==> src/rtl/mu2a_pkg.sv <==
package mu2a_pkg;

    localparam int LA_DEPTH = 6;

    // Lead and tag bytes and masks of the modified UTF-8 forms, reset replacement byte and error data byte
    localparam logic [7:0] SURR_LEAD     = 8'hED;
    localparam logic [7:0] SURR_HI_TAG   = 8'hA0;
    localparam logic [7:0] SURR_LO_TAG   = 8'hB0;
    localparam logic [7:0] CONT_TAG      = 8'h80;
    localparam logic [7:0] CONT_MASK     = 8'hC0;
    localparam logic [7:0] TWO_TAG       = 8'hC0;
    localparam logic [7:0] TWO_MASK      = 8'hE0;
    localparam logic [7:0] THREE_TAG     = 8'hE0;
    localparam logic [7:0] NIBBLE_MASK   = 8'hF0;
    localparam logic [7:0] REPL_RESET    = 8'h3F;
    localparam logic [7:0] ERR_CHAR      = 8'h00;

    typedef logic [2:0] cnt_t;
    typedef logic [LA_DEPTH-1:0][7:0] la_buf_t;

    typedef enum logic [2:0] {
        CLS_WAIT,
        CLS_ONE,
        CLS_TWO,
        CLS_THREE,
        CLS_SIX,
        CLS_ERR
    } cls_t;

    // What the lookahead offers at its head this cycle
    typedef struct packed {
        cls_t       cls;
        logic [7:0] head_byte;
        logic       drains;
        logic       at_end;
    } head_t;

    function automatic logic is_cont(logic [7:0] b);
        return (b & CONT_MASK) == CONT_TAG;
    endfunction

    function automatic cls_t classify(la_buf_t b, cnt_t n, logic at_end);
        cls_t res;
        logic sur_ok;
        logic tri_ok;
        sur_ok = (b[0] == SURR_LEAD)
            && (n < 3'd2 || (b[1] & NIBBLE_MASK) == SURR_HI_TAG)
            && (n < 3'd3 || is_cont(b[2]))
            && (n < 3'd4 || b[3] == SURR_LEAD)
            && (n < 3'd5 || (b[4] & NIBBLE_MASK) == SURR_LO_TAG)
            && (n < 3'd6 || is_cont(b[5]));
        tri_ok = ((b[0] & NIBBLE_MASK) == THREE_TAG)
            && (n < 3'd2 || is_cont(b[1]))
            && (n < 3'd3 || is_cont(b[2]));
        priority if (n == 3'd0)
            res = CLS_WAIT;
        else if (!b[0][7])
            res = CLS_ONE;
        else if (sur_ok && n >= 3'd6)
            res = CLS_SIX;
        else if (sur_ok && !at_end)
            res = CLS_WAIT;
        else if (tri_ok && n >= 3'd3)
            res = CLS_THREE;
        else if (tri_ok && !at_end)
            res = CLS_WAIT;
        else if ((b[0] & TWO_MASK) == TWO_TAG)
        begin
            if (n >= 3'd2)
                res = is_cont(b[1]) ? CLS_TWO : CLS_ERR;
            else
                res = at_end ? CLS_ERR : CLS_WAIT;
        end
        else
            res = CLS_ERR;
        return res;
    endfunction

    function automatic cnt_t cls_size(cls_t c);
        cnt_t s;
        unique case (c)
            CLS_ONE:   s = 3'd1;
            CLS_TWO:   s = 3'd2;
            CLS_THREE: s = 3'd3;
            CLS_SIX:   s = 3'd6;
            default:   s = 3'd0;
        endcase
        return s;
    endfunction

endpackage

==> src/rtl/modified_utf8_to_ascii.sv <==
// Decodes a Java modified UTF-8 string, one byte per transaction with tlast on
// the final byte, into one result per character: ASCII bytes pass through and
// every multibyte character (two-byte, three-byte or six-byte surrogate pair)
// becomes the replacement byte from the configuration register (reset '?').
// A malformed or truncated sequence gives a single result with tuser set, tdata
// zero and tlast set, and the rest of that string is dropped up to its tlast
// byte without results. The final result of a string carries tlast. Input
// bytes go into a six-byte lookahead whose head emits at most one result per
// cycle; a result that a byte settles is decided from the lookahead register
// and then presented from the output register. One byte is taken every cycle,
// except that the input is held in each cycle that emits a result leaving
// bytes behind in the lookahead (a prefix that turns out shorter, or several
// characters settled by one byte) or an error result, and is held while a
// decided result waits for the output register to free up.
module modified_utf8_to_ascii
    import mu2a_pkg::*;
(
    input  logic       clk,
    input  logic       rst_n,
    input  logic       cfg_wr_en,
    input  logic [7:0] cfg_wr_data,     // replacement_char
    input  logic       s_axis_tvalid,
    output logic       s_axis_tready,
    input  logic [7:0] s_axis_tdata,    // [7:0] in_byte
    input  logic       s_axis_tlast,    // last_byte
    output logic       m_axis_tvalid,
    input  logic       m_axis_tready,
    output logic [7:0] m_axis_tdata,    // [7:0] out_char
    output logic       m_axis_tuser,    // [0] is_error
    output logic       m_axis_tlast     // end_of_string
);

    head_t      head;
    logic       out_free;
    logic       pop;
    logic       accept;
    logic       push;
    logic       pop_err;

    logic [7:0] repl_reg;
    logic       discard_reg, discard_next;
    logic       out_valid_reg, out_valid_next;
    logic [7:0] out_char_reg, out_char_next;
    logic       out_err_reg, out_err_next;
    logic       out_eos_reg, out_eos_next;

    mu2a_lookahead u_lookahead (
        .clk       (clk),
        .rst_n     (rst_n),
        .push      (push),
        .push_byte (s_axis_tdata),
        .push_last (s_axis_tlast),
        .pop       (pop),
        .head      (head)
    );

    assign out_free = !out_valid_reg || m_axis_tready;
    assign pop      = !discard_reg && (head.cls != CLS_WAIT) && out_free;
    assign pop_err  = pop && (head.cls == CLS_ERR);

    // take a byte only when the lookahead will have nothing left to decide
    assign s_axis_tready = discard_reg || (head.cls == CLS_WAIT)
        || (pop && head.drains && head.cls != CLS_ERR);
    assign accept = s_axis_tvalid && s_axis_tready;
    assign push   = accept && !discard_reg;

    always_comb
    begin
        discard_next = discard_reg;
        if (discard_reg)
        begin
            if (accept && s_axis_tlast)
                discard_next = 1'b0;
        end
        else if (pop_err && !head.at_end)
            discard_next = 1'b1;
    end

    always_comb
    begin
        out_valid_next = out_valid_reg;
        out_char_next  = out_char_reg;
        out_err_next   = out_err_reg;
        out_eos_next   = out_eos_reg;
        if (pop)
        begin
            out_valid_next = 1'b1;
            out_err_next   = pop_err;
            out_eos_next   = pop_err || (head.at_end && head.drains);
            priority if (pop_err)
                out_char_next = ERR_CHAR;
            else if (head.cls == CLS_ONE)
                out_char_next = head.head_byte;
            else
                out_char_next = repl_reg;
        end
        else if (m_axis_tready)
            out_valid_next = 1'b0;
    end

    always_ff @(posedge clk or negedge rst_n)
    begin
        if (!rst_n)
        begin
            repl_reg      <= REPL_RESET;
            discard_reg   <= 1'b0;
            out_valid_reg <= 1'b0;
        end
        else
        begin
            if (cfg_wr_en)
                repl_reg <= cfg_wr_data;
            discard_reg   <= discard_next;
            out_valid_reg <= out_valid_next;
        end
    end

    always_ff @(posedge clk)
    begin
        out_char_reg <= out_char_next;
        out_err_reg  <= out_err_next;
        out_eos_reg  <= out_eos_next;
    end

    assign m_axis_tvalid = out_valid_reg;
    assign m_axis_tdata  = out_char_reg;
    assign m_axis_tuser  = out_err_reg;
    assign m_axis_tlast  = out_eos_reg;

    a_err_ends_string: assert property (@(posedge clk) disable iff (!rst_n)
        m_axis_tvalid && m_axis_tuser |-> m_axis_tlast && (m_axis_tdata == ERR_CHAR))
        else $error("error transaction without end of string or with data");

    a_discard_empty: assert property (@(posedge clk) disable iff (!rst_n)
        discard_reg |-> (head.cls == CLS_WAIT))
        else $error("lookahead holds bytes while discarding");

    a_err_then_discard: assert property (@(posedge clk) disable iff (!rst_n)
        pop_err && !head.at_end |=> discard_reg)
        else $error("error mid-string did not start discarding");

endmodule

==> src/rtl/mu2a_lookahead.sv <==
module mu2a_lookahead
    import mu2a_pkg::*;
(
    input  logic       clk,
    input  logic       rst_n,
    input  logic       push,
    input  logic [7:0] push_byte,
    input  logic       push_last,
    input  logic       pop,
    output head_t      head
);

    la_buf_t buf_reg, buf_next;
    cnt_t    cnt_reg, cnt_next;
    logic    end_reg, end_next;
    cls_t    cls;
    cnt_t    size;

    assign cls  = classify(buf_reg, cnt_reg, end_reg);
    assign size = cls_size(cls);

    assign head.cls       = cls;
    assign head.head_byte = buf_reg[0];
    assign head.drains    = (cls == CLS_ERR) || (size == cnt_reg);
    assign head.at_end    = end_reg;

    always_comb
    begin
        buf_next = buf_reg;
        cnt_next = cnt_reg;
        end_next = end_reg;
        if (pop)
        begin
            if (head.drains)
            begin
                cnt_next = '0;
                end_next = 1'b0;
            end
            else
            begin
                // move the rest of the buffer down over the consumed sequence
                unique case (cls)
                    CLS_ONE:
                        for (int i = 0; i < LA_DEPTH - 1; i++)
                            buf_next[i] = buf_reg[i + 1];
                    CLS_TWO:
                        for (int i = 0; i < LA_DEPTH - 2; i++)
                            buf_next[i] = buf_reg[i + 2];
                    CLS_THREE:
                        for (int i = 0; i < LA_DEPTH - 3; i++)
                            buf_next[i] = buf_reg[i + 3];
                    default:
                        buf_next = buf_reg;
                endcase
                cnt_next = cnt_reg - size;
            end
        end
        if (push)
        begin
            buf_next[cnt_next] = push_byte;
            cnt_next           = cnt_next + 3'd1;
            end_next           = push_last;
        end
    end

    always_ff @(posedge clk)
    begin
        buf_reg <= buf_next;
    end

    always_ff @(posedge clk or negedge rst_n)
    begin
        if (!rst_n)
        begin
            cnt_reg <= '0;
            end_reg <= 1'b0;
        end
        else
        begin
            cnt_reg <= cnt_next;
            end_reg <= end_next;
        end
    end

    a_cnt_range: assert property (@(posedge clk) disable iff (!rst_n)
        cnt_reg <= 3'(LA_DEPTH))
        else $error("lookahead count beyond depth");

    a_push_when_settled: assert property (@(posedge clk) disable iff (!rst_n)
        push |-> (cls == CLS_WAIT) || (pop && head.drains && cls != CLS_ERR))
        else $error("byte pushed while buffered results remain");

    a_end_decides: assert property (@(posedge clk) disable iff (!rst_n)
        end_reg |-> (cnt_reg != 3'd0) && (cls != CLS_WAIT))
        else $error("final byte buffered but head undecided");

endmodule

==> config.mk <==
export PLATFORM = sky130hd
export DESIGN_NAME = modified_utf8_to_ascii
export DESIGN_NICKNAME = d
export VERILOG_FILES = /design/src/rtl/mu2a_pkg.sv /design/src/rtl/modified_utf8_to_ascii.sv /design/src/rtl/mu2a_lookahead.sv
export SDC_FILE = /design/constraint.sdc
export NUM_CORES = 1
export LEC_CHECK = 0
export ABC_CLOCK_PERIOD_IN_PS = 5900
export BUFFER_PORTS_ARGS = -buffer_cell sky130_fd_sc_hd__buf_2
export CAP_MARGIN = 20
export CORE_AREA = 2 2 90 92
export DETAILED_ROUTE_END_ITERATION = 8
export DIE_AREA = 0 0 92 94
export PLACE_DENSITY = 0.76
export SYNTH_ARGS = -nofsm -noshare
export SYNTH_HDL_FRONTEND = slang
export SYNTH_HIERARCHICAL = 1
export SYNTH_SLANG_ARGS = --single-unit
==> constraint.sdc <==
create_clock -name clk -period 5.9 [get_ports clk]
set_input_delay 0.885 -clock clk [delete_from_list [all_inputs] [get_ports clk]]
set_output_delay 0.885 -clock clk [all_outputs]
set_load 0.05 [all_outputs]
* Yosys cells after proc, flatten, opt, wreduce, memory -nomap -nowiden
Index checks and enable logic that the tools add are counted.
W data, S select, Z words.
** Word-level totals
- Register bits :: 72
- Input port bits :: 22
- Output and inout bits :: 12
** Operators by class
- $add $sub $neg :: 2
- $lt $le $gt $ge :: 10
- Eq/ne operators :: 16
- Multiplexer cells :: 32
- Reductions and logical operators :: 43
** Operator list (count)
- $mux W40 :: 2
- $pmux W24 S3 :: 1
- $bwmux W48 :: 1
- $mux W48 :: 1
- $mux W3 :: 13
- $demux W8 S3 :: 1
- $mux W8 :: 3
- $logic_and A1 B1 Y1 :: 22
- $eq A8 B8 Y1 const B :: 2
- $pmux W8 S2 :: 1
- $eq A4 B4 Y1 const B :: 3
- $pmux W3 S4 :: 1
- $logic_or A1 B1 Y1 :: 11
- $eq A3 B3 Y1 const B :: 3
- $lt A3 B3 Y1 const B :: 3
- $mux W1 :: 8
- $eq A2 B2 Y1 const B :: 3
- $eq A3 B2 Y1 const B :: 2
- $ge A3 B2 Y1 const B :: 2
- $logic_not A3 Y1 :: 2
- $lt A3 B2 Y1 const B :: 2
- $reduce_bool A2 Y1 :: 3
- $lt A3 B4 Y1 const B :: 1
- $add A3 B1 Y3 const B :: 1
- 9 further kinds :: 11

* Depth between registers and ports, before layout
- Word-level depth :: 24
- Depth in mapped cells :: 19
- Mapped depth without buffers :: 15

* Modules after synthesis
The synthesis kept the hierarchy.
** By module, submodules not included
- mu2a_lookahead :: instances 1, cells an instance 364, area each 3550.9 um2
- modified_utf8_to_ascii :: instances 1, cells an instance 65, area each 898.4 um2

* Worst setup path after synthesis
Ideal clock, no wire load.
- Path type :: reg2reg
- Start :: reg u_lookahead.cnt_reg[1]
- End :: reg u_lookahead/buf_reg[32] (netlist name)
- Arrival :: 4649 ps
- Path slack :: 1130 ps
- Cell stages (with the launch flop) :: 15
- Buffers on the path :: 3
- Path through :: dfrtp_1 -> buf_6 -> a21oi_2 -> or4_1 -> o2111a_2 -> a211oi_4 -> buf_2 -> nor3_1 -> nor3_1 -> clkbuf_1 -> inv_1 -> o31ai_1 -> nand2_1 -> nor3b_4 -> mux2_2
** RTL lines
- start: declaration :: line mu2a_lookahead.sv:14 : cnt_t cnt_reg, cnt_next;
- start signal: assignment :: line mu2a_lookahead.sv:80 : cnt_reg <= cnt_next;
- end signal: assignment :: line mu2a_lookahead.sv:68 : buf_reg <= buf_next;
- end: declaration :: line mu2a_lookahead.sv:13 : la_buf_t buf_reg, buf_next;

==> qor.txt <==
Status = finished, final reports clean
CTS Sinks = 72
Final hold vios = 0
Final TNS setup = 0 ns
Layout cells sized above 1 = 31.7%
Routed Wire Length = 10,300 µm
Gr usage total = 24.6%
R2R cell count = 16
Setup violations, final = 0
Min-delay worst type = in2async
Clock skew = 0.0119 ns
Layout Utilization = 63.8%
Syn nets = 454
Pin count of the biggest net entering global routing = 29
Max_slew headroom = 51.2%
Register bit total from synthesis = 72
Max-cap check violation count = 0
Final min period = 5.10 ns
Clock root cell = clkbuf_8
Reg-to-Reg End = u_lookahead/buf_reg[46]
Worst path slowest cell = dfrtp_1
Final WS setup = 0.798 ns
Post-CTS Resized = 0
Largest stage delay, worst path = 0.58 ns
Ys flop type = dfxtp_1
Worst Setup End Kind = output pin
DR iter-0 viols = 422
Commonest non-fill, non-tap cell in the layout = mux2_2
Pre-CTS setup slack = 0.886 ns
Most frequent cells in the layout = 49 x mux2_2, 40 x dfxtp_1, 33 x buf_2, 30 x a21oi_1, 27 x o21ai_0
Final ANT Viol Nets = 0
Seq. cell area = 0.00170 mm²
Routability cong. = 0.999
Slew Limit Fails = 0
Fill count = 617
Multi-input gate area = 0.00251 mm²
R2R setup slack = 0.81 ns
Worst-Skew Late Latency = 0.35 ns
Initial antenna violation count = 0
GR Overflow Total = 0
Largest register FFs = 40
Post-Synthesis Cells = 429
Hold Buf Count CTS = 0
Max Clk Rate = 196 MHz
Synth Area per Inst = 10.4 µm²
Critical path cell sequence = or2_1 > a21oi_1 > and4_1 > a211oi_4 > buf_4 > and2_1 > ha_1 > nand2_1 > nor2_1 > a21oi_1 > nand2_1 > a31oi_1 > nand3b_1 > buf_2
Die Y = 94 µm
Synth-to-Final Area Change = 9.14%
RR Startpoint = u_lookahead/cnt_reg[1]
Avg WL per Cell = 18.7 µm
Top post-synthesis cells by area = dfxtp_1 18%, mux2_2 12%, edfxtp_1 12%
Worst Path Arrival = 4.22 ns
Row count = 32
CP Launch Point = u_lookahead/cnt_reg[1]
CP required = 5.02 ns
# H-tree levels = 3
Die Wd = 92 µm
Core ar. = 0.00761 mm²
# DRC = 0
Final Cycle Share = 86.5%
Crit Path Class = reg2out
Critical path fanouts, max = 27
Worst slew pin tran = 0.732 ns
Yosys warning count = 6
Vias in the first global route = 3,305
Reg clk slew, reported paths = 0.07 ns
1st-pass router iterations = 5
Startpoint types = flop
Post-synthesis cell area = 0.00445 mm²
Num CTS Buffers = 9
DP HPWL = 7330 µm
Number of synthesized flops with an enable pin = 18
Leading area contributor after synthesis = dfxtp_1
Total number of vias = 3,570
CTS tree = yes
Antenna Cells = 0
Library cells used by synthesis = 67
Sequential fraction of the synthesis area = 38.2%
Layout Nets = 471
Bufs on Longest Clock Path = 2
Vias/cell = 6.46
First-pass GRT wire length = 16,900 µm
Synth top area share = 18.0%
RSZ-0062 raised after global routing = no
Initial Util = 58.5%
I/O pin count = 34
Number of I/O port buffers = 33
Setup repair bufs after CTS = 0
Async SR Flop Fraction = 19.4%
Die footprint = 0.00865 mm²
-- worst max-delay path by stage --
stage	to	slack (ns)	depth (start not counted)
6_report	s_axis_tready	0.80	14
5_1_grt	u_lookahead/buf_reg[46]	0.38	16
4_1_cts	u_lookahead/buf_reg[46]	0.86	16
3_5_place_dp	u_lookahead/buf_reg[40]	0.89	16
3_3_place_gp	u_lookahead/buf_reg[40]	1.06	16
2_1_floorplan	u_lookahead/buf_reg[32]	1.13	14
-- layer usage --
layer,GRT usage [%],vias to the layer above,wire length [µm]
met3,3.69,14,612
met2,40.9,148,4970
met5,0,-,0
met1,33.4,1723,4630
li1,-,1685,-
met4,6.97,0,112
-- cells by family (layout without fill, tap and decap cells) --
family          count (synthesis)  count (layout)  synth area share [%]
compound gates                144             144                  26.0
xor+xnor                        3               3                 0.591
fa+ha+maj                       3               3                  1.01
buf+inv                        49              71                  5.85
flops                          72              72                  38.2
mux                            63              63                  15.7
simple gates                   95              95                  12.7
-- area by class of cell --
cell class / count / area share, %
clock buffers: 12 / 3.66
clock inverters: 4 / 1.16
inverters: 11 / 0.850
multi-input cells: 308 / 51.6
flip-flops and latches: 72 / 35.0
well taps: 102 / 2.63
repair buffers: 44 / 5.10
-- per-stage QoR --
step	area [µm²]	hold slack, ns	instances
6_report	4860	0.434	553
3_5_place_dp	4620	0.503	537
5_1_grt	4860	0.458	553
2_1_floorplan	4450	0.480	429
4_1_cts	4860	0.439	553
3_3_place_gp	4620	0.501	537
-- cell usage after synthesis (7+ instances only) --
| cell type | n |
|---|---|
| mux2_2 | 49 |
| dfxtp_1 | 40 |
| a21oi_1 | 30 |
| o21ai_0 | 27 |
| nand2_1 | 26 |
| a22o_1 | 25 |
| o32a_1 | 23 |
| edfxtp_1 | 18 |
| nor2_1 | 17 |
| clkbuf_1 | 15 |
| buf_4 | 13 |
| inv_1 | 10 |
| nand4_1 | 9 |
| dfrtp_1 | 8 |
| mux2i_1 | 8 |
| buf_2 | 7 |
| o211ai_2 | 7 |
-- worst max-delay path, delay by kind of cell (launching register included) --
family | cells | cell delay [ns]
and+or+nand+nor | 7 | 1.51
AOI/OAI and AO/OA | 4 | 1.00
DFF | 1 | 0.58
buffers and inverters | 2 | 0.49
adders and majority gates | 1 | 0.30
Power is not shown: default switching activity piles up to over one toggle a cycle in this logic, so the estimate is an artifact.
